<file path="config.mk">
export PLATFORM = sky130hd
export DESIGN_NAME = nrfm_cell
export DESIGN_NICKNAME = d
export VERILOG_FILES = /design/src/rtl/nrfm_pkg.sv /design/src/rtl/nrfm_cell.sv
export SDC_FILE = /design/constraint.sdc
export NUM_CORES = 1
export LEC_CHECK = 0
export ABC_CLOCK_PERIOD_IN_PS = 6300
export BUFFER_PORTS_ARGS = -buffer_cell sky130_fd_sc_hd__buf_4
export CORE_AREA = 2 2 206 208
export DETAILED_ROUTE_END_ITERATION = 10
export DIE_AREA = 0 0 208 210
export GPL_ROUTABILITY_DRIVEN = 0
export PLACE_DENSITY = 0.76
export RECOVER_POWER = 100
export REMOVE_ABC_BUFFERS = 1
export SYNTH_ARGS = -nofsm -noshare
export SYNTH_HDL_FRONTEND = slang
export SYNTH_SLANG_ARGS = --single-unit
</file>
<file path="constraint.sdc">
create_clock -name clk -period 6.3 [get_ports clk]
set_input_delay 0.315 -clock clk [delete_from_list [all_inputs] [get_ports clk]]
set_output_delay 0.315 -clock clk [all_outputs]
set_load 0.02 [all_outputs]
</file>
<file path="src/rtl/nrfm_pkg.sv">
// Package for the replay and flood monitor: widths, reset values, register
// indexes, state and cell control types. No dependencies.
package nrfm_pkg;
	localparam int ENTRIES_DEF = 64;
	localparam int ENTRY_W = 6;
	localparam logic [31:0] WINDOW_LEN_RST = 32'd1280;
	localparam logic [7:0] FLOOD_LIMIT_RST = 8'd5;
	localparam logic [31:0] IDLE_TIMEOUT_RST = 32'd3840;
	localparam logic [1:0] REG_WINDOW_LEN = 2'd0;
	localparam logic [1:0] REG_FLOOD_LIMIT = 2'd1;
	localparam logic [1:0] REG_IDLE_TIMEOUT = 2'd2;

	typedef enum logic [1:0] {
		ST_IDLE,
		ST_PKT,
		ST_SCAN
	} state_t;

	// Broadcast from the controller to every cell.
	typedef struct packed {
		logic        lookup;   // compare the broadcast address
		logic        update;   // apply the packet update to the selected cell
		logic        alloc;    // the selected cell is a new sender
		logic [63:0] hi;
		logic [63:0] lo;
		logic [31:0] msg_id;
		logic [31:0] now;
		logic [31:0] interval;
		logic [7:0]  threshold;
		logic [31:0] timeout;
	} cell_cmd_t;

	// Per cell status back to the controller.
	typedef struct packed {
		logic valid;
		logic hit;
		logic replay;
		logic flood;
		logic idle;
	} cell_sts_t;
endpackage

</file>
<file path="src/rtl/nrfm_cell.sv">
// One table entry of the monitor: stored sender, id, counters, and the
// scan shift path. Depends on nrfm_pkg.
module nrfm_cell (
	input  logic               clk,
	input  logic               arst_n,
	input  nrfm_pkg::cell_cmd_t cmd,
	input  logic               sel,
	input  logic               shift,
	input  logic               prev_idle,
	input  logic [63:0]        prev_hi,
	input  logic [63:0]        prev_lo,
	output logic               sh_idle,
	output logic [63:0]        sh_hi,
	output logic [63:0]        sh_lo,
	output nrfm_pkg::cell_sts_t sts
);
	import nrfm_pkg::*;

	logic        valid_q, hit_q;
	logic [63:0] hi_q, lo_q;
	logic [31:0] id_q, seen_q, win_q;
	logic [7:0]  cnt_q;
	logic [31:0] id_c, win_c, win_n;
	logic [7:0]  cnt_c, cnt_n;
	logic        restart, fl;
	logic        sh_idle_q;
	logic [63:0] sh_hi_q, sh_lo_q;

	always_comb begin
		id_c = cmd.alloc ? 32'd0 : id_q;
		cnt_c = cmd.alloc ? 8'd0 : cnt_q;
		win_c = cmd.alloc ? cmd.now : win_q;
		restart = (cmd.now - win_c) > cmd.interval;
		cnt_n = restart ? 8'd1 : cnt_c + 8'd1;
		win_n = restart ? cmd.now : win_c;
		fl = cnt_n > cmd.threshold;
		if (fl) begin
			cnt_n = 8'd0;
			win_n = cmd.now;
		end
	end

	always_ff @(posedge clk or negedge arst_n) begin
		if (!arst_n) begin
			valid_q <= 1'b0;
			hit_q <= 1'b0;
		end else begin
			if (cmd.lookup)
				hit_q <= valid_q && hi_q == cmd.hi && lo_q == cmd.lo;
			if (cmd.update && sel)
				valid_q <= 1'b1;
		end
	end

	always_ff @(posedge clk) begin
		if (cmd.update && sel) begin
			hi_q <= cmd.hi;
			lo_q <= cmd.lo;
			id_q <= cmd.msg_id;
			cnt_q <= cnt_n;
			win_q <= win_n;
			seen_q <= cmd.now;
		end
		// Scan: load own idle status, then pass it toward the tail each cycle.
		if (shift) begin
			sh_idle_q <= prev_idle;
			sh_hi_q <= prev_hi;
			sh_lo_q <= prev_lo;
		end else begin
			sh_idle_q <= valid_q && (cmd.now - seen_q) > cmd.timeout;
			sh_hi_q <= hi_q;
			sh_lo_q <= lo_q;
		end
	end

	assign sh_idle = sh_idle_q;
	assign sh_hi = sh_hi_q;
	assign sh_lo = sh_lo_q;
	assign sts.valid = valid_q;
	assign sts.hit = hit_q;
	assign sts.replay = cmd.msg_id == id_c;
	assign sts.flood = fl;
	assign sts.idle = sh_idle_q;
endmodule

</file>
==> results.sh <==
export IMPL_status="finished with violations"
export IMPL_violations="capacitance limit, slew limit"
export IMPL_first_pass_iters=6
export IMPL_final_cells=3226
export IMPL_grt_max_degree=130
export IMPL_power_frac_seq_pct=39.5
export IMPL_drt_wl_total_um=72400
export IMPL_synth_cell_types=72
export IMPL_fin_crit_sh_pct=95.9
export IMPL_reg2reg_slack_ns=0.45
export IMPL_grt_usage_pct=31.9
export IMPL_yosys_area_top_type_share_pct=35.5
export IMPL_arrival_ns=5.72
export IMPL_syn_instance_count=1762
export IMPL_yosysWarnings=0
export IMPL_power_switching_uw=2190
export IMPL_crit_fanout=7
export IMPL_synth_edf_count=232
export IMPL_antenna_found_initial=13
export IMPL_yosysTopAreaCell="edfxtp_1"
export IMPL_worst_pin_slew_ns=4.40
export IMPL_maxCapViolCount=5
export IMPL_nets=3180
export IMPL_r2r_start="seen_q[4]$_DFFE_PP_"
export IMPL_startpoint="cmd[73]"
export IMPL_fp_row_count=75
export IMPL_ys_ff_latch=363
export IMPL_ir_drop_mv=0.250
export IMPL_core_um2=41500
export IMPL_h_tree_depth=2
export IMPL_insertion_delay_ns=0.58
export IMPL_finalHoldViolations=0
export IMPL_setup_viol=0
export IMPL_async_flop_share_pct=0.551
export IMPL_switching_share_pct=30.4
export IMPL_whs_ns=0.00943
export IMPL_end_kind="primary output"
export IMPL_slew_viol_final=397
export IMPL_vias=18200
export IMPL_grt_overflow_total=0
export IMPL_total_power_uw=7210
export IMPL_netlist_area_um2=19600
export IMPL_fmax_mhz=166
export IMPL_io_buffers=533
export IMPL_ys_seq_area_share_pct=48.9
export IMPL_drc=0
export IMPL_min_from="prev_lo[29]"
export IMPL_power_density_nw_per_um2=258
export IMPL_relSlewSlack_pct=-194
export IMPL_initial_utilization_pct=47.4
export IMPL_viasPerCell=5.63
export IMPL_synth_flop_cell="edfxtp_1"
export IMPL_cp_required_ns=5.98
export IMPL_p_int_uw=5020
export IMPL_grt_first_pass_wirelength_um=108000
export IMPL_die_area_um2=43700
export IMPL_synthTopCellsByCount="edfxtp_1 (232), inv_1 (184), ha_1 (136), dfxtp_1 (129)"
export IMPL_clk_path_buf_depth=3
export IMPL_min_period_ns=6.04
export IMPL_synth_area_leaders="edfxtp_1 (35%), dfxtp_1 (13%), ha_1 (8.7%)"
export IMPL_cts_tree="built"
export IMPL_clock_skew_ns=0.0206
export IMPL_combPwrFrac_pct=26.8
export IMPL_p_leak_uw=0.0117
export IMPL_ios=534
export IMPL_p_clk_share_pct=33.7
export IMPL_clk_pin_slew_ns=0.06
export IMPL_cp_start_kind="input port"
export IMPL_drive_above_1_share_pct=16.9
export IMPL_numCtsBuffers=41
export IMPL_first_global_vias=18800
export IMPL_clockRootBuffer="clkbuf_16"
export IMPL_die_y_um=210
export IMPL_dp_final_hpwl_um=48800
export IMPL_die_width_um=208
export IMPL_path_class="in -> out"
export IMPL_hp_class="in -> reg"
export IMPL_avgSynthCellArea_um2=11.1
export IMPL_drt_iter0_drc=1626
export IMPL_setup_tns_ns=0
export IMPL_fillers=3114
export IMPL_antenna_left=0
export IMPL_yosysMostFrequentCell="edfxtp_1"
export IMPL_area_growth_pct=42.1
export IMPL_cts_sinks=363
export IMPL_wl_per_cell_um=22.4
export IMPL_placed_cells=2814
==> per-stage QoR <==
step	utilization [%]	worst slack (ns)	instance area, um^2
2_1_floorplan	-	-0.352	19400
4_1_cts	69.6	0.0321	28900
3_3_place_gp	58.7	-0.00341	24300
6_report	67.3	0.260	27900
5_1_grt	67.3	-0.0919	27900
3_5_place_dp	58.7	-0.115	24300
==> power by group through the flow <==
stage | clock [uW] | combinational [uW] | sequential, uW
after floorplan | 0 | 968 | 2960
after global placement | 0 | 1710 | 2870
after detailed placement | 0 | 1760 | 2880
after CTS | 2420 | 1950 | 2830
after global routing | 2530 | 2090 | 2860
final | 2430 | 1930 | 2850
==> cell usage in the layout (no fill, tap or decap), types with 24 or more instances in the layout <==
cell type	Yosys	final
edfxtp_1	232	232
mux2i_1	62	60
mux2_2	104	89
dlygate4sd3_1	0	316
o21a_1	24	24
nand2_1	82	82
inv_1	184	184
xor2_1	61	61
clkbuf_16	0	42
nor2_1	71	70
a21oi_1	67	65
dfxtp_1	129	129
xnor2_1	104	104
a21o_1	56	56
nor3_1	48	46
ha_1	136	134
o21ai_0	51	51
buf_4	4	243
nand4_1	43	43
clkbuf_1	32	310
==> repair_timing <==
item	in CTS	in global routing
buffers inserted	0	8
hold buffers	316	0
hold endpoints to repair	317	0
pin swaps	0	10
gates resized for setup	6	25
endpoints found under the setup margin	1	40
==> final cells by class <==
class,instances,area (um^2),area share (%)
Sequential cell,363,9600,34.4
Multi-Input combinational cell,1172,9280,33.2
Timing Repair Buffer,880,6300,22.6
Clock buffer,57,1160,4.15
Inverter,184,691,2.47
Tap cell,539,674,2.42
Clock inverter,18,183,0.654
Antenna cell,13,32.5,0.117
==> cells by family (layout without fill, tap and decap cells) <==
family,Yosys count,in the layout,synth area share (%)
buf+inv,227,1139,4.55
xor+xnor,165,165,7.36
other cells,0,13,0
flops,363,363,48.9
mux,168,168,9.24
simple gates,351,351,8.96
compound gates,350,350,12.2
fa+ha+maj,138,138,8.87
==> critical path: stages <==
cell and delay [ns]:
dlygate4sd3_1 0.57, buf_4 0.19, mux2i_4 0.20, ha_1 0.26, nor2b_1 0.15, o2111ai_2 0.23, a21oi_2 0.12, buf_4 0.16
o21ba_2 0.22, o211ai_1 0.21, a211oi_1 0.11, a211oi_1 0.27, ha_1 0.31, a21o_1 0.17, a21o_1 0.19, a221oi_1 0.31
nor2_1 0.11, o21a_1 0.21, nor2_2 0.12, and2_1 0.14, ha_1 0.23, nor2b_1 0.13, o21a_1 0.16, o21a_1 0.16
o21bai_1 0.19, a21oi_2 0.14, buf_6 0.16
==> final timing paths <==
| kind | to | depth (start not counted) |
|---|---|---|
| max | sts[1] | 27 |
| min | sh_lo[29]$_DFF_P_ | 3 |
| max reg2reg | sh_idle$_DFF_P_ | 17 |
| min reg2reg | sh_hi[14]$_DFF_P_ | 1 |
| max in group asynchronous | valid_q$_DFFE_PN0P_ | 2 |
| min in group asynchronous | hit_q$_DFFE_PN0P_ | 2 |
==> registers in the layout (all words and copies together) (netlist names) <==
name and cells:
sh_idle 1, sh_lo 64, lo_q 64, win_q 32, hit_q 1, seen_q 32, cnt_q 8, hi_q 64
sh_hi 64, id_q 32, valid_q 1
==> per-layer routing <==
metal	part of all wire [%]	track usage, %	up-vias
li1	-	-	8216
met1	37	36.3	8647
met2	48	53.9	1018
met3	8.7	7.30	276
met4	7.1	21.3	8
met5	0.065	0	-
Power figures use the tool's default switching activity.
