<file path="src/rtl/nrfm_pkg.sv">
// Package for the replay and flood monitor: widths, reset values, register
// indexes, state and cell control types. No dependencies.
package nrfm_pkg;
	localparam int ENTRIES_DEF = 64;
	localparam int ENTRY_W = 6;
	localparam logic [31:0] WINDOW_LEN_RST = 32'd1280;
	localparam logic [7:0] FLOOD_LIMIT_RST = 8'd5;
	localparam logic [31:0] IDLE_TIMEOUT_RST = 32'd3840;
	localparam logic [1:0] REG_WINDOW_LEN = 2'd0;
	localparam logic [1:0] REG_FLOOD_LIMIT = 2'd1;
	localparam logic [1:0] REG_IDLE_TIMEOUT = 2'd2;

	typedef enum logic [1:0] {
		ST_IDLE,
		ST_PKT,
		ST_SCAN
	} state_t;

	// Broadcast from the controller to every cell.
	typedef struct packed {
		logic        lookup;   // compare the broadcast address
		logic        update;   // apply the packet update to the selected cell
		logic        alloc;    // the selected cell is a new sender
		logic [63:0] hi;
		logic [63:0] lo;
		logic [31:0] msg_id;
		logic [31:0] now;
		logic [31:0] interval;
		logic [7:0]  threshold;
		logic [31:0] timeout;
	} cell_cmd_t;

	// Per cell status back to the controller.
	typedef struct packed {
		logic valid;
		logic hit;
		logic replay;
		logic flood;
		logic idle;
	} cell_sts_t;
endpackage

</file>
<file path="src/rtl/nrfm_ctrl.sv">
// Sequencer and APB registers of the monitor. Drives the cell row and the
// result ports. Depends on nrfm_pkg.
module nrfm_ctrl #(
	parameter int ENTRIES = nrfm_pkg::ENTRIES_DEF
) (
	input  logic                      clk,
	input  logic                      arst_n,
	input  logic                      psel,
	input  logic                      penable,
	input  logic                      pwrite,
	input  logic [3:0]                paddr,
	input  logic [31:0]               pwdata,
	output logic [31:0]               prdata,
	output logic                      pready,
	input  logic                      start,
	output logic                      busy,
	input  logic                      operation,
	input  logic [63:0]               addr_high,
	input  logic [63:0]               addr_low,
	input  logic [31:0]               msg_id,
	input  logic [31:0]               now,
	input  nrfm_pkg::cell_sts_t       sts [ENTRIES],
	input  logic                      tail_idle,
	input  logic [63:0]               tail_hi,
	input  logic [63:0]               tail_lo,
	output nrfm_pkg::cell_cmd_t       cmd,
	output logic [ENTRIES-1:0]        sel,
	output logic                      shift,
	output logic                      strobe,
	output logic                      kind,
	output logic                      table_full,
	output logic                      replay,
	output logic                      flood,
	output logic [5:0]                entry,
	output logic [63:0]               report_high,
	output logic [63:0]               report_low,
	output logic                      last
);
	import nrfm_pkg::*;

	localparam int IW = (ENTRIES > 1) ? $clog2(ENTRIES) : 1;
	localparam int CW = $clog2(ENTRIES + 1);

	state_t state_q, state_d;
	logic [31:0] interval_q, timeout_q;
	logic [7:0]  threshold_q;
	logic [63:0] hi_q, lo_q;
	logic [31:0] id_q, now_q;
	logic [CW-1:0] cnt_q, cnt_d;
	logic        found;
	logic [IW-1:0] slot;
	logic        any_hit, any_free;
	logic        emit;
	logic        acc;

	// A known sender wins; otherwise the lowest free entry takes the packet.
	always_comb begin
		any_hit = 1'b0;
		any_free = 1'b0;
		slot = '0;
		for (int i = ENTRIES - 1; i >= 0; i--) begin
			if (!sts[i].valid) begin
				any_free = 1'b1;
				if (!any_hit) slot = IW'(i);
			end
		end
		for (int i = ENTRIES - 1; i >= 0; i--) begin
			if (sts[i].hit) begin
				any_hit = 1'b1;
				slot = IW'(i);
			end
		end
		found = any_hit || any_free;
	end

	assign acc = start && !busy;
	assign busy = state_q != ST_IDLE;

	always_comb begin
		state_d = state_q;
		cnt_d = cnt_q;
		shift = 1'b0;
		emit = 1'b0;
		sel = '0;
		cmd.lookup = acc && !operation;
		cmd.update = 1'b0;
		cmd.alloc = !any_hit;
		cmd.hi = acc ? addr_high : hi_q;
		cmd.lo = acc ? addr_low : lo_q;
		cmd.msg_id = id_q;
		cmd.now = acc ? now : now_q;
		cmd.interval = interval_q;
		cmd.threshold = threshold_q;
		cmd.timeout = timeout_q;
		unique case (state_q)
			ST_IDLE: begin
				if (acc) state_d = operation ? ST_SCAN : ST_PKT;
				cnt_d = '0;
			end
			ST_PKT: begin
				cmd.update = found;
				sel[slot] = found;
				emit = 1'b1;
				state_d = ST_IDLE;
			end
			ST_SCAN: begin
				// First cycle loads idle flags; afterwards shift one a cycle.
				shift = cnt_q != '0;
				if (cnt_q == CW'(ENTRIES)) state_d = ST_IDLE;
				cnt_d = cnt_q + CW'(1);
			end
			default: state_d = ST_IDLE;
		endcase
	end

	// Idle flags indexed by entry; bit 0 follows the entry now at the row tail.
	logic [ENTRIES-1:0] flags_q;

	always_ff @(posedge clk or negedge arst_n) begin
		if (!arst_n) begin
			state_q <= ST_IDLE;
			cnt_q <= '0;
			flags_q <= '0;
			interval_q <= WINDOW_LEN_RST;
			threshold_q <= FLOOD_LIMIT_RST;
			timeout_q <= IDLE_TIMEOUT_RST;
			strobe <= 1'b0;
		end else begin
			state_q <= state_d;
			cnt_q <= cnt_d;
			if (state_q == ST_SCAN && cnt_q == '0) begin
				for (int i = 0; i < ENTRIES; i++) flags_q[i] <= sts[i].idle;
			end else if (shift) begin
				flags_q <= flags_q >> 1;
			end
			strobe <= emit || (shift && tail_idle);
			if (psel && penable && pwrite) begin
				unique case (paddr[3:2])
					REG_WINDOW_LEN: interval_q <= pwdata;
					REG_FLOOD_LIMIT: threshold_q <= pwdata[7:0];
					REG_IDLE_TIMEOUT: timeout_q <= pwdata;
					default: ;
				endcase
			end
		end
	end

	always_ff @(posedge clk) begin
		if (acc) begin
			hi_q <= addr_high;
			lo_q <= addr_low;
			id_q <= msg_id;
			now_q <= now;
		end
		if (emit) begin
			kind <= 1'b0;
			table_full <= !found;
			replay <= found && sts[slot].replay;
			flood <= found && sts[slot].flood;
			entry <= found ? 6'(slot) : 6'd0;
			report_high <= found ? hi_q : 64'd0;
			report_low <= found ? lo_q : 64'd0;
			last <= 1'b1;
		end else begin
			kind <= 1'b1;
			table_full <= 1'b0;
			replay <= 1'b0;
			flood <= 1'b0;
			entry <= 6'(cnt_q - CW'(1));
			report_high <= tail_hi;
			report_low <= tail_lo;
			// The tail cell's flag is flags_q bit 0; later reports sit above it.
			last <= !(|(flags_q >> 1));
		end
	end

	always_comb begin
		unique case (paddr[3:2])
			REG_WINDOW_LEN: prdata = interval_q;
			REG_FLOOD_LIMIT: prdata = {24'd0, threshold_q};
			REG_IDLE_TIMEOUT: prdata = timeout_q;
			default: prdata = 32'd0;
		endcase
	end
	assign pready = 1'b1;

	a_pkt_one: assert property (@(posedge clk) disable iff (!arst_n)
		state_q == ST_PKT |=> strobe && state_q == ST_IDLE)
		else $error("packet verdict missing");
	a_sel_hot: assert property (@(posedge clk) disable iff (!arst_n)
		$onehot0(sel)) else $error("more than one cell selected");
	a_busy_start: assert property (@(posedge clk) disable iff (!arst_n)
		acc |=> busy) else $error("accepted item did not raise busy");
endmodule

</file>
<file path="config.mk">
export PLATFORM = sky130hd
export DESIGN_NAME = nrfm_ctrl
export DESIGN_NICKNAME = d
export VERILOG_FILES = /design/src/rtl/nrfm_pkg.sv /design/src/rtl/nrfm_ctrl.sv
export SDC_FILE = /design/constraint.sdc
export NUM_CORES = 1
export LEC_CHECK = 0
export ABC_AREA = 1
export BUFFER_PORTS_ARGS = -buffer_cell sky130_fd_sc_hd__buf_2
export CAP_MARGIN = 25
export CORE_AREA = 4 4 464 466
export DETAILED_ROUTE_END_ITERATION = 10
export DIE_AREA = 0 0 468 470
export SLEW_MARGIN = 15
export SYNTH_ARGS = -nofsm -noshare
export SYNTH_HDL_FRONTEND = slang
export SYNTH_SLANG_ARGS = --single-unit
export TNS_END_PERCENT = 5
</file>
<file path="constraint.sdc">
create_clock -name clk -period 9.25 [get_ports clk]
set_input_delay 0.4625 -clock clk [delete_from_list [all_inputs] [get_ports clk]]
set_output_delay 0.4625 -clock clk [all_outputs]
set_load 0.01 [all_outputs]
</file>
==> metrics.md, run 1 <==
| Metric | Value |
|---|---|
| FF+latch count, synth | `around 480` |
| Leak Pwr | `between 15 and 20 nW` |
| Layout net count | `roughly 5000` |
| Setup-failing EPs final | `0` |
| Top cell by count, worst path | `nand2_1` |
| Setup_tns | `0 ns` |
| Largest family of logic cells by synthesized area | `simple AND/OR/NAND/NOR gates` |
| Kind of critical path | `in -> out` |
| Final Slew Violations | `0` |
| RD Place Congestion | `between 0.9 and 1` |
| Fin area | `around 36000 µm²` |
| Synth Cell Area | `just over 20000 µm²` |
| Xor and xnor fraction of the mapped netlist area | `less than 1%` |
| Num rows | `roughly 170` |
| HPWL after DPL | `between 100 and 150 mm` |
| Area contributors post-synth | `dfxtp_1, dfrtp_1, nand2_1` |
| CTS Buf Count | `59` |
| Final hold violation count | `0` |
| First-pass iteration count of the detailed router | `5` |
| Worst-path clk slew | `0.06 ns` |
| Die area | `around 220000 µm²` |
| Worst-Skew Late Latency | `about 0.70 ns` |
| Placed cells | `about 6700` |
| Fraction of layout cells with a size suffix above 1 | `between 30% and 40%` |
| DR iter-0 viols | `between 1500 and 2000` |
| Layout Area Growth over Synthesis | `77.4%` |
| Via Count | `around 25000` |
| Worst IR drop on VDD | `between 0.15 and 0.2 mV` |
| Clock Skew | `0.0365 ns` |
| First-pass GRT wire length | `198 mm` |
| Final Power | `5.60 mW` |
| Critical Path RT | `~9 ns` |
| Post-synthesis area per instance | `7.49 µm²` |
| Net count after synthesis | `roughly 3400` |
| Top-Level Pins | `1190` |
| GRT Resource Usage Total | `between 10% and 20%` |
| Synth Area in Adders | `less than 1%` |
| DR vias/cell | `roughly 3.5` |
| Clk sinks | `between 400 and 500` |
| Outcome | `finished clean` |
| Final core utilization | `between 10% and 20%` |
| Reg area | `10600 µm²` |
| Placed instance area | `roughly 30000 µm²` |
| Critical path's slowest cell | `clkinvlp_4` |
| PD cells | `154 nW/µm²` |
| Footprint of the multi-input gates | `7980 µm²` |
| Antenna Violating Nets Remaining | `0` |
| CTS root buffer | `clkbuf_16` |
| Die Height | `~470 µm` |
| # fillers | `~24000` |
| Slew HR | `approximately a third` |
| Fmax | `between 0.1 and 0.15 GHz` |
| Area fraction of the dominant cell type after synthesis | `about 30%` |
| Crit-path max cell delay | `between 0.2 and 0.25 ns` |
| Synth Area in Compound Gates | `a little over an eighth` |
| WHS | `around 0.050 ns` |
| Largest net degree at the start of global routing | `between 100 and 150` |
| Fraction of the mapped netlist area in simple logic gates | `24.9%` |
| Final min period | `just under 9 ns` |
| Core Box Area | `211000 µm²` |
| Syn Inst Count | `approximately 2700` |
| Seq/Total Area, Yosys | `51.8%` |
| DP Worst Slack | `about 0.19 ns` |
| Total number of H-tree levels | `2` |
| Residual DRC count | `0` |
| CP arrival | `8.22 ns` |
| Fin cells | `a little over 7000` |
| Yosys warns | `0` |
| WL final | `153 mm` |
| PnR worst setup slack | `roughly 0.57 ns` |
| Vias in the first global route | `roughly 24000` |
| RSZ-0062 raised after global routing | `yes` |
| # port buffers | `about 1200` |
| Final period utilization | `93.8%` |
| Initial Utilization | `around a tenth` |
| Clock buffer depth | `3` |
| Crit path launch type | `input port` |
| Total congestion overflow | `0` |
| CP Capture Type | `output port` |
| Synth cell types | `38` |
| Slew @ Worst Pin | `0.989 ns` |
| Mux contribution to synthesized area | `0%` |
| Max-cap violations | `0` |
| CTS tree | `yes` |
| Cell taking the most area after synthesis | `dfxtp_1` |
| Post-DR wirelength/cell | `21.2 µm` |
| Die Width | `468 µm` |
| CP max FO | `8` |
| HP Class | `in -> reg` |
| Initial antenna violation count | `83` |
==> flip-flops by register name (all words and copies together) (netlist names), 2 cells and up <==
register     count
cnt_q            7
entry            6
flags_q         63
hi_q            64
id_q            32
interval_q      32
lo_q            64
now_q           32
report_high     64
report_low      64
state_q          2
threshold_q      8
timeout_q       32
==> layer usage <==
layer  part of all wire, %  routed length [µm]  global-route usage, %
met5                  0.18                 277                      0
met4                   4.3                6550                   5.48
met3                    12               18900                   5.43
met2                    44               66800                   20.5
met1                    40               60500                   15.6
==> area by class of cell <==
| class | instances | share of cell area (%) |
|---|---|---|
| Multi-Input combinational cell | 1722 | 22.0 |
| Sequential cell | 476 | 29.2 |
| Clock inverter | 33 | 1.15 |
| Tap cell | 2821 | 9.73 |
| Clock buffer | 77 | 4.57 |
| Antenna cell | 56 | 0.386 |
| Timing Repair Buffer | 1635 | 28.8 |
| Inverter | 404 | 4.24 |
==> path summary, 6_finish.rpt <==
path / slack, ns / end / depth (start not counted) / start
worst max-delay path: 0.57 / sel[45] / 136 / sts[4]
max in group asynchronous: 7.73 / flags_q[10] / 3 / arst_n
worst min-delay path: 0.05 / report_low[49] / 3 / tail_lo[49]
min in group asynchronous: 0.22 / interval_q[1] / 2 / arst_n
worst min register to register: 0.45 / now_q[14] / 2 / now_q[14]
worst max register to register: 6.15 / report_high[50] / 7 / state_q[0]
==> critical path, delay by kind of cell <==
kind                   cells  cell delay, ns
AND/OR/NAND/NOR          129            6.75
buffers and inverters      7            0.92
==> synthesized netlist by cell type (all sizes together) <==
cell     instances
conb             1
dfstp            8
inv            399
a21oi           15
dfxtp          299
nor4            20
o31ai            1
edfxtp          32
o221ai          41
nand4           53
nand3b          28
buf             17
ha               3
dfrtp          137
xor2             1
nor3            12
or2              3
nor3b            1
o21ai          358
a22o            26
o41ai            1
nand2          842
o2111ai          1
o211ai          23
and3             2
nor2           221
nand3           63
clkinv           5
o22ai            1
clkbuf         111
a31oi            5
==> timing repair <==
| item | in CTS | in global routing |
|---|---|---|
| endpoints found under the hold margin | 430 | 0 |
| resized for setup | 0 | 48 |
| buffers inserted | 0 | 5 |
| endpoints found under the setup margin | 0 | 66 |
| hold buffers | 377 | 0 |
==> layout by cell type, fill, tap and decap left out, types with 11 or more instances in the layout <==
cell,n
a22o_1,26
nor3_1,11
diode_2,56
edfxtp_1,32
buf_4,56
dfxtp_1,299
buf_6,11
dfrtp_1,137
dlygate4sd3_1,377
nand4_1,53
o221ai_1,41
o21ai_0,358
nand2_1,821
clkbuf_16,61
nand2_2,15
o211ai_1,23
nand3b_1,28
nand3_1,62
buf_2,1181
a21oi_1,15
nor2_1,208
nor4_1,19
inv_1,394
==> where the power goes <==
part	total (mW)	internal, mW	leakage, nW	switching [mW]
logic	0.851	0.388	12.4	0.463
registers	2.25	2.19	4.61	0.0677
clock network	2.50	1.42	1.01	1.07
total	5.60	4.00	18.0	1.60
==> cell families (layout without fill, tap and decap cells) <==
kind of cell	count (synthesis)	count (layout)
AO/OA/AOI/OAI	472	472
flip-flops	476	476
buffers and inverters	532	2149
adder cells (fa/ha/maj)	3	3
XOR/XNOR	1	1
AND/OR/NAND/NOR	1245	1245
other	1	57
Note: power is estimated with default switching activity, not from simulation.
==> run 2: changes to the inputs <==
--- a/config.mk
+++ b/config.mk
@@ -8,9 +8,12 @@
 export ABC_AREA = 1
 export BUFFER_PORTS_ARGS = -buffer_cell sky130_fd_sc_hd__buf_2
 export CAP_MARGIN = 25
-export CORE_AREA = 4 4 464 466
+export CELL_PAD_IN_SITES_DETAIL_PLACEMENT = 1
+export CELL_PAD_IN_SITES_GLOBAL_PLACEMENT = 1
+export CORE_AREA = 2 2 461 463
 export DETAILED_ROUTE_END_ITERATION = 10
-export DIE_AREA = 0 0 468 470
+export DIE_AREA = 0 0 463 465
+export PLACE_DENSITY_LB_ADDON = 0.1
 export SLEW_MARGIN = 15
 export SYNTH_ARGS = -nofsm -noshare
 export SYNTH_HDL_FRONTEND = slang
==> metrics.md, run 2 (same netlist as run 1, synthesis figures left out) <==
| Metric | Value |
|---|---|
| Fin area | `36400 µm² (+0.19%)` |
| Crit-path max cell delay | `0.21 ns (about the same)` |
| Die area | `215000 µm² (-2.1%)` |
| Worst-Skew Late Latency | `0.70 ns (about the same)` |
| DR iter-0 viols | `1170 (-39%)` |
| HPWL after DPL | `125 mm (-2.5%)` |
| PnR worst setup slack | `0.732 ns (+0.161 ns)` |
| DP Worst Slack | `0.326 ns (+0.133 ns)` |
| Final Slew Violations | `0 (unchanged)` |
| Top-Level Pins | `1190 (unchanged)` |
| Die Height | `465 µm (-1.1%)` |
| Slew @ Worst Pin | `1.06 ns (+0.0679 ns)` |
| Clock Skew | `0.0396 ns (+0.00315 ns)` |
| Most frequent cells in the layout | `buf_2, nand2_1, inv_1, o21ai_0, dlygate4sd3_1` |
| HP Class | `in -> reg` |
| Crit path launch type | `input port` |
| WHS | `0.0769 ns (+0.0270 ns)` |
| Kind of critical path | `in -> out` |
| Total number of H-tree levels | `3 (+1)` |
| Reg2reg start | `state_q[0]` |
| Largest net degree at the start of global routing | `179 (+42%)` |
| Initial Utilization | `9.70% (+0.019 points)` |
| Buf/Inv on CP | `4 (-3)` |
| Leak Pwr | `18.1 nW (+0.49%)` |
| Slew HR | `29.5% (-4.1 points)` |
| Clock buffer depth | `3 (unchanged)` |
| Vias in the first global route | `26000 (+8.4%)` |
| Residual DRC count | `0 (unchanged)` |
| WL final | `155 mm (+1.6%)` |
| Crit path from | `sts[9]` |
| Post-DR wirelength/cell | `21.7 µm (+2.3%)` |
| Setup_tns | `0 ns (unchanged)` |
| Via Count | `24400 (-2.8%)` |
| Clk sinks | `476 (unchanged)` |
| Reg2Reg Depth | `5 (-2)` |
| Most common cell after layout, fill and taps aside | `buf_2` |
| Worst IR drop on VDD | `0.120 mV (-21%)` |
| Layout net count | `4957 (-0.56%)` |
| Hold Path End | `report_low[2]` |
| Num rows | `169 (unchanged)` |
| CTS Buf Count | `74 (+25%)` |
| CP Capture Type | `output port` |
| Setup-failing EPs final | `0 (unchanged)` |
| Fmax | `0.117 GHz (+1.9%)` |
| Hold_sp | `tail_lo[2]` |
| Hold Path Cell Cnt | `3 (unchanged)` |
| # fillers | `25600 (+7.0%)` |
| Worst-path clk slew | `0.05 ns (about the same)` |
| Fin cells | `7172 (-0.72%)` |
| Final period utilization | `92.1% (-1.7 points)` |
| R2R Setup Slk | `5.64 ns (-0.51 ns)` |
| Layout Area Growth over Synthesis | `77.7%` |
| Initial antenna violation count | `79 (-4.8%)` |
| Core Box Area | `211000 µm² (-0.20%)` |
| RSZ-0062 raised after global routing | `yes` |
| Final core utilization | `17.2% (+0.067 points)` |
| FF-to-FF End | `lo_q[17]` |
| Antenna Violating Nets Remaining | `0 (unchanged)` |
| Family with the most delay on the worst path | `simple AND/OR/NAND/NOR gates` |
| Fraction of layout cells with a size suffix above 1 | `32.4% (-0.095 points)` |
| Critical Path RT | `8.79 ns (about the same)` |
| Total congestion overflow | `0 (unchanged)` |
| Max-cap violations | `0 (unchanged)` |
| # port buffers | `1185 (unchanged)` |
| Placed cells | `6651 (-0.37%)` |
| CTS tree | `yes` |
| GRT Resource Usage Total | `13.9% (+0.85 points)` |
| Die Width | `463 µm (-1.1%)` |
| CP arrival | `8.06 ns (-0.16 ns)` |
| First-pass iteration count of the detailed router | `5 (unchanged)` |
| PD cells | `168 nW/µm² (+8.8%)` |
| Outcome | `finished clean` |
| Critical path's slowest cell | `buf_4` |
| Placed instance area | `29900 µm² (-0.61%)` |
| CP max FO | `7 (-1)` |
| First-pass GRT wire length | `211 mm (+6.5%)` |
| Final Power | `6.11 mW (+9.0%)` |
| Top cell by count, worst path | `nand2_1` |
| CTS root buffer | `clkbuf_16` |
| DR vias/cell | `3.40 (-2.1%)` |
| RD Place Congestion | `0.815 (-15%)` |
| Final hold violation count | `0 (unchanged)` |
| Final min period | `8.52 ns (-0.161 ns)` |
## run 2: cell count changes in the layout (fill, tap and decap cells not counted), moves of 5 or more
cell	change
nand2_1	+9
dlygate4sd3_1	-22
diode_2	-37
clkbuf_1	+12
buf_4	-23
clkbuf_16	+15
nor2_1	-5
clkbuf_8	+12
nand2_2	-8
nor2_2	+8
inv_8	-5
buf_6	-6
## run 2: worst max path at each step
stage / end / depth (start not counted)
3_3_place_gp: sel[37] / 134
3_5_place_dp: sel[37] / 133
6_report: sel[48] / 133
4_1_cts: sel[37] / 133
2_1_floorplan: sel[17] / 132
5_1_grt: sel[21] / 135
## run 2: power by group
part	switching, mW	internal (mW)
clock	1.20	1.79
sequential	0.0812	2.19
combinational	0.471	0.377
total	1.75	4.36
## run 2: area by class of cell
type | instances | area [µm²] | share of cell area (%)
flip-flops and latches | 476 | 10600 | 29.1
well taps | 2821 | 3530 | 9.71
inverters | 404 | 1540 | 4.23
clock inverters | 24 | 370 | 1.02
clock buffers | 114 | 2190 | 6.03
multi-input cells | 1723 | 7970 | 21.9
diodes | 19 | 47.5 | 0.131
repair buffers | 1591 | 10100 | 27.8
## run 2: timing repair
action,4_1_cts,5_1_grt
setup buffers,0,5
hold buffers,355,0
gates resized for setup,0,43
setup endpoints to repair,0,66
hold endpoints to repair,437,0
## run 2: worst register-to-register path, delay by kind of cell, from the launching register on
kind	cells	cell delay, ns
compound gates	1	0.52
buf+inv	2	1.41
flops	1	0.39
simple gates	2	1.08
## run 2: per-layer routing
metal | track usage [%] | vias up | wire [µm] | share of wire, %
met3 | 4.18 | 219 | 10400 | 6.7
met4 | 4.55 | 30 | 5340 | 3.4
li1 | - | 11800 | - | -
met5 | 0 | - | 180 | 0.12
met2 | 23.7 | 904 | 74300 | 48
met1 | 16.6 | 11400 | 65200 | 42
==> run 3: changes to the inputs <==
==> constraint.sdc (replaced) <==
create_clock -name clk -period 9.25 [get_ports clk]
set_input_delay 0.4625 -clock clk [delete_from_list [all_inputs] [get_ports clk]]
set_output_delay 0.4625 -clock clk [all_outputs]
set_load 0.1 [all_outputs]
==> metrics.md, run 3 (same netlist as run 1, synthesis figures left out) <==
| Metric | Value |
|---|---|
| Slew @ Worst Pin | `1.05 ns (-0.00618 ns)` |
| CP arrival | `7.89 ns (-0.17 ns)` |
| Critical Path RT | `8.79 ns (about the same)` |
| Residual DRC count | `0 (unchanged)` |
| Die area | `215000 µm² (unchanged)` |
| CTS tree | `yes` |
| Fmax | `0.120 GHz (+2.0%)` |
| Worst-path clk slew | `0.06 ns (about the same)` |
| Leak Pwr | `18.2 nW (+0.31%)` |
| Max-cap violations | `0 (unchanged)` |
| CP Capture Type | `output port` |
| Most frequent cells in the layout | `buf_2, nand2_1, inv_1, o21ai_0, dlygate4sd3_1` |
| RSZ-0062 raised after global routing | `yes` |
| Critical path's slowest cell | `buf_12` |
| Crit-path max cell delay | `0.18 ns (-0.03 ns)` |
| Initial antenna violation count | `80 (+1.3%)` |
| Met2 Track Usage GR | `24.5% (+0.73 points)` |
| Setup-failing EPs final | `0 (unchanged)` |
| Largest net degree at the start of global routing | `171 (-4.5%)` |
| Die Height | `465 µm (unchanged)` |
| HPWL after DPL | `127 mm (+1.7%)` |
| Final min period | `8.35 ns (-0.169 ns)` |
| Global route hottest layer | `met2` |
| Final Power | `6.75 mW (+11%)` |
| Kind of critical path | `in -> out` |
| Layout net count | `4956 (-0.020%)` |
| GRT Resource Usage Total | `14.0% (+0.096 points)` |
| WHS | `0.0684 ns (-0.00850 ns)` |
| Buf/Inv on CP | `7 (+3)` |
| Final core utilization | `17.7% (+0.42 points)` |
| Vias in the first global route | `26200 (+0.80%)` |
| Slew HR | `30.0% (+0.51 points)` |
| Layout Area Growth over Synthesis | `82.0%` |
| Most common cell after layout, fill and taps aside | `buf_2` |
| CTS Buf Count | `72 (-2.7%)` |
| Final period utilization | `90.3% (-1.8 points)` |
| Clock Skew | `0.0279 ns (-0.0117 ns)` |
| # port buffers | `1185 (unchanged)` |
| Worst-Skew Late Latency | `0.68 ns (-0.02 ns)` |
| First-pass GRT wire length | `213 mm (+0.77%)` |
| Antenna Violating Nets Remaining | `0 (unchanged)` |
| DR iter-0 viols | `1145 (-2.1%)` |
| Setup_tns | `0 ns (unchanged)` |
| Via Count | `24400 (+0.049%)` |
| RD Place Congestion | `0.806 (-1.1%)` |
| # fillers | `25400 (-0.49%)` |
| Initial Utilization | `9.70% (unchanged)` |
| Total number of H-tree levels | `3 (unchanged)` |
| Clock buffer depth | `3 (unchanged)` |
| Core Box Area | `211000 µm² (unchanged)` |
| Worst IR drop on VDD | `0.121 mV (+0.56%)` |
| Final Slew Violations | `0 (unchanged)` |
| Clk sinks | `476 (unchanged)` |
| Met3 GRT Util | `4.20% (+0.015 points)` |
| Top cell by count, worst path | `nand2_1` |
| Num rows | `169 (unchanged)` |
| CP max FO | `8 (+1)` |
| Final hold violation count | `0 (unchanged)` |
| Outcome | `finished clean` |
| GR Util met1 | `16.6% (about the same)` |
| HP Class | `in -> reg` |
| CTS root buffer | `clkbuf_16` |
| Crit path launch type | `input port` |
| Post-DR wirelength/cell | `21.8 µm (+0.80%)` |
| PD cells | `181 nW/µm² (+7.9%)` |
| Fraction of layout cells with a size suffix above 1 | `33.6% (+1.2 points)` |
| DR vias/cell | `3.41 (+0.22%)` |
| Family with the most delay on the worst path | `simple AND/OR/NAND/NOR gates` |
| Total congestion overflow | `0 (unchanged)` |
| Top-Level Pins | `1190 (unchanged)` |
| First-pass iteration count of the detailed router | `5 (unchanged)` |
| Die Width | `463 µm (unchanged)` |
| WL final | `156 mm (+0.64%)` |
run 3: cell count changes in the layout (fill, tap and decap cells not counted), sizes merged:
| cell | delta |
|---|---|
| inv | +3 |
| nand2 | -1 |
| buf | +11 |
| dlygate4sd3 | -10 |
| clkbuf | -2 |
| clkinv | -7 |
| bufinv | -2 |
| diode | -4 |
run 3: stage by stage:
step	setup WS, ns	area, µm²	instances
final	0.901	37200	7160
after global routing	-0.475	37200	7153
after CTS	0.470	36700	7136
after detailed placement	0.513	30900	6662
after global placement	0.198	30900	6661
after floorplan	1.06	20500	2730
run 3: final cells by class:
class / count / area (µm²) / area share [%]
clock inverter: 18 / 239 / 0.642
tap: 2821 / 3530 / 9.48
multi-input combinational: 1722 / 8150 / 21.9
sequential: 476 / 10600 / 28.4
clock buffer: 111 / 2140 / 5.74
timing repair buffer: 1593 / 11000 / 29.6
inverter: 404 / 1530 / 4.11
antenna: 15 / 37.5 / 0.101
run 3: worst reg2reg max path: cells and delay by family, from the launching register on:
family                 cells  cell delay [ns]
buffers and inverters      2             1.45
and+or+nand+nor            2             1.04
AOI/OAI and AO/OA          1             0.51
DFF                        1             0.39
run 3: where the power goes:
part | internal [mW] | switching [mW] | leakage, nW
sequential | 2.19 | 0.0825 | 4.61
clock | 1.68 | 1.17 | 1.16
combinational | 0.375 | 1.26 | 12.4
total | 4.24 | 2.51 | 18.2
run 3: what timing repair did:
item                                    CTS  global route
buffers inserted                          0             5
endpoints found under the setup margin    0            64
hold endpoints to repair                374             0
hold buffers                            345             0
resized for setup                         0           102
run 3: worst paths after layout:
path | startpoint | endpoint | slack, ns | cells past startpoint
max | sts[4] | sel[29] | 0.90 | 136
min | addr_high[13] | hi_q[13] | 0.07 | 3
max reg2reg | state_q[0] | hi_q[29] | 5.64 | 5
min reg2reg | now_q[20] | now_q[20] | 0.45 | 2
max in group asynchronous | arst_n | interval_q[18] | 7.76 | 3
min in group asynchronous | arst_n | interval_q[31] | 0.32 | 2
run 3: layer usage:
| layer | part of all wire, % | vias to the layer above |
|---|---|---|
| met4 | 2.7 | 40 |
| li1 | - | 11800 |
| met5 | 0.16 | - |
| met3 | 6.7 | 221 |
| met2 | 48 | 887 |
| met1 | 42 | 11500 |
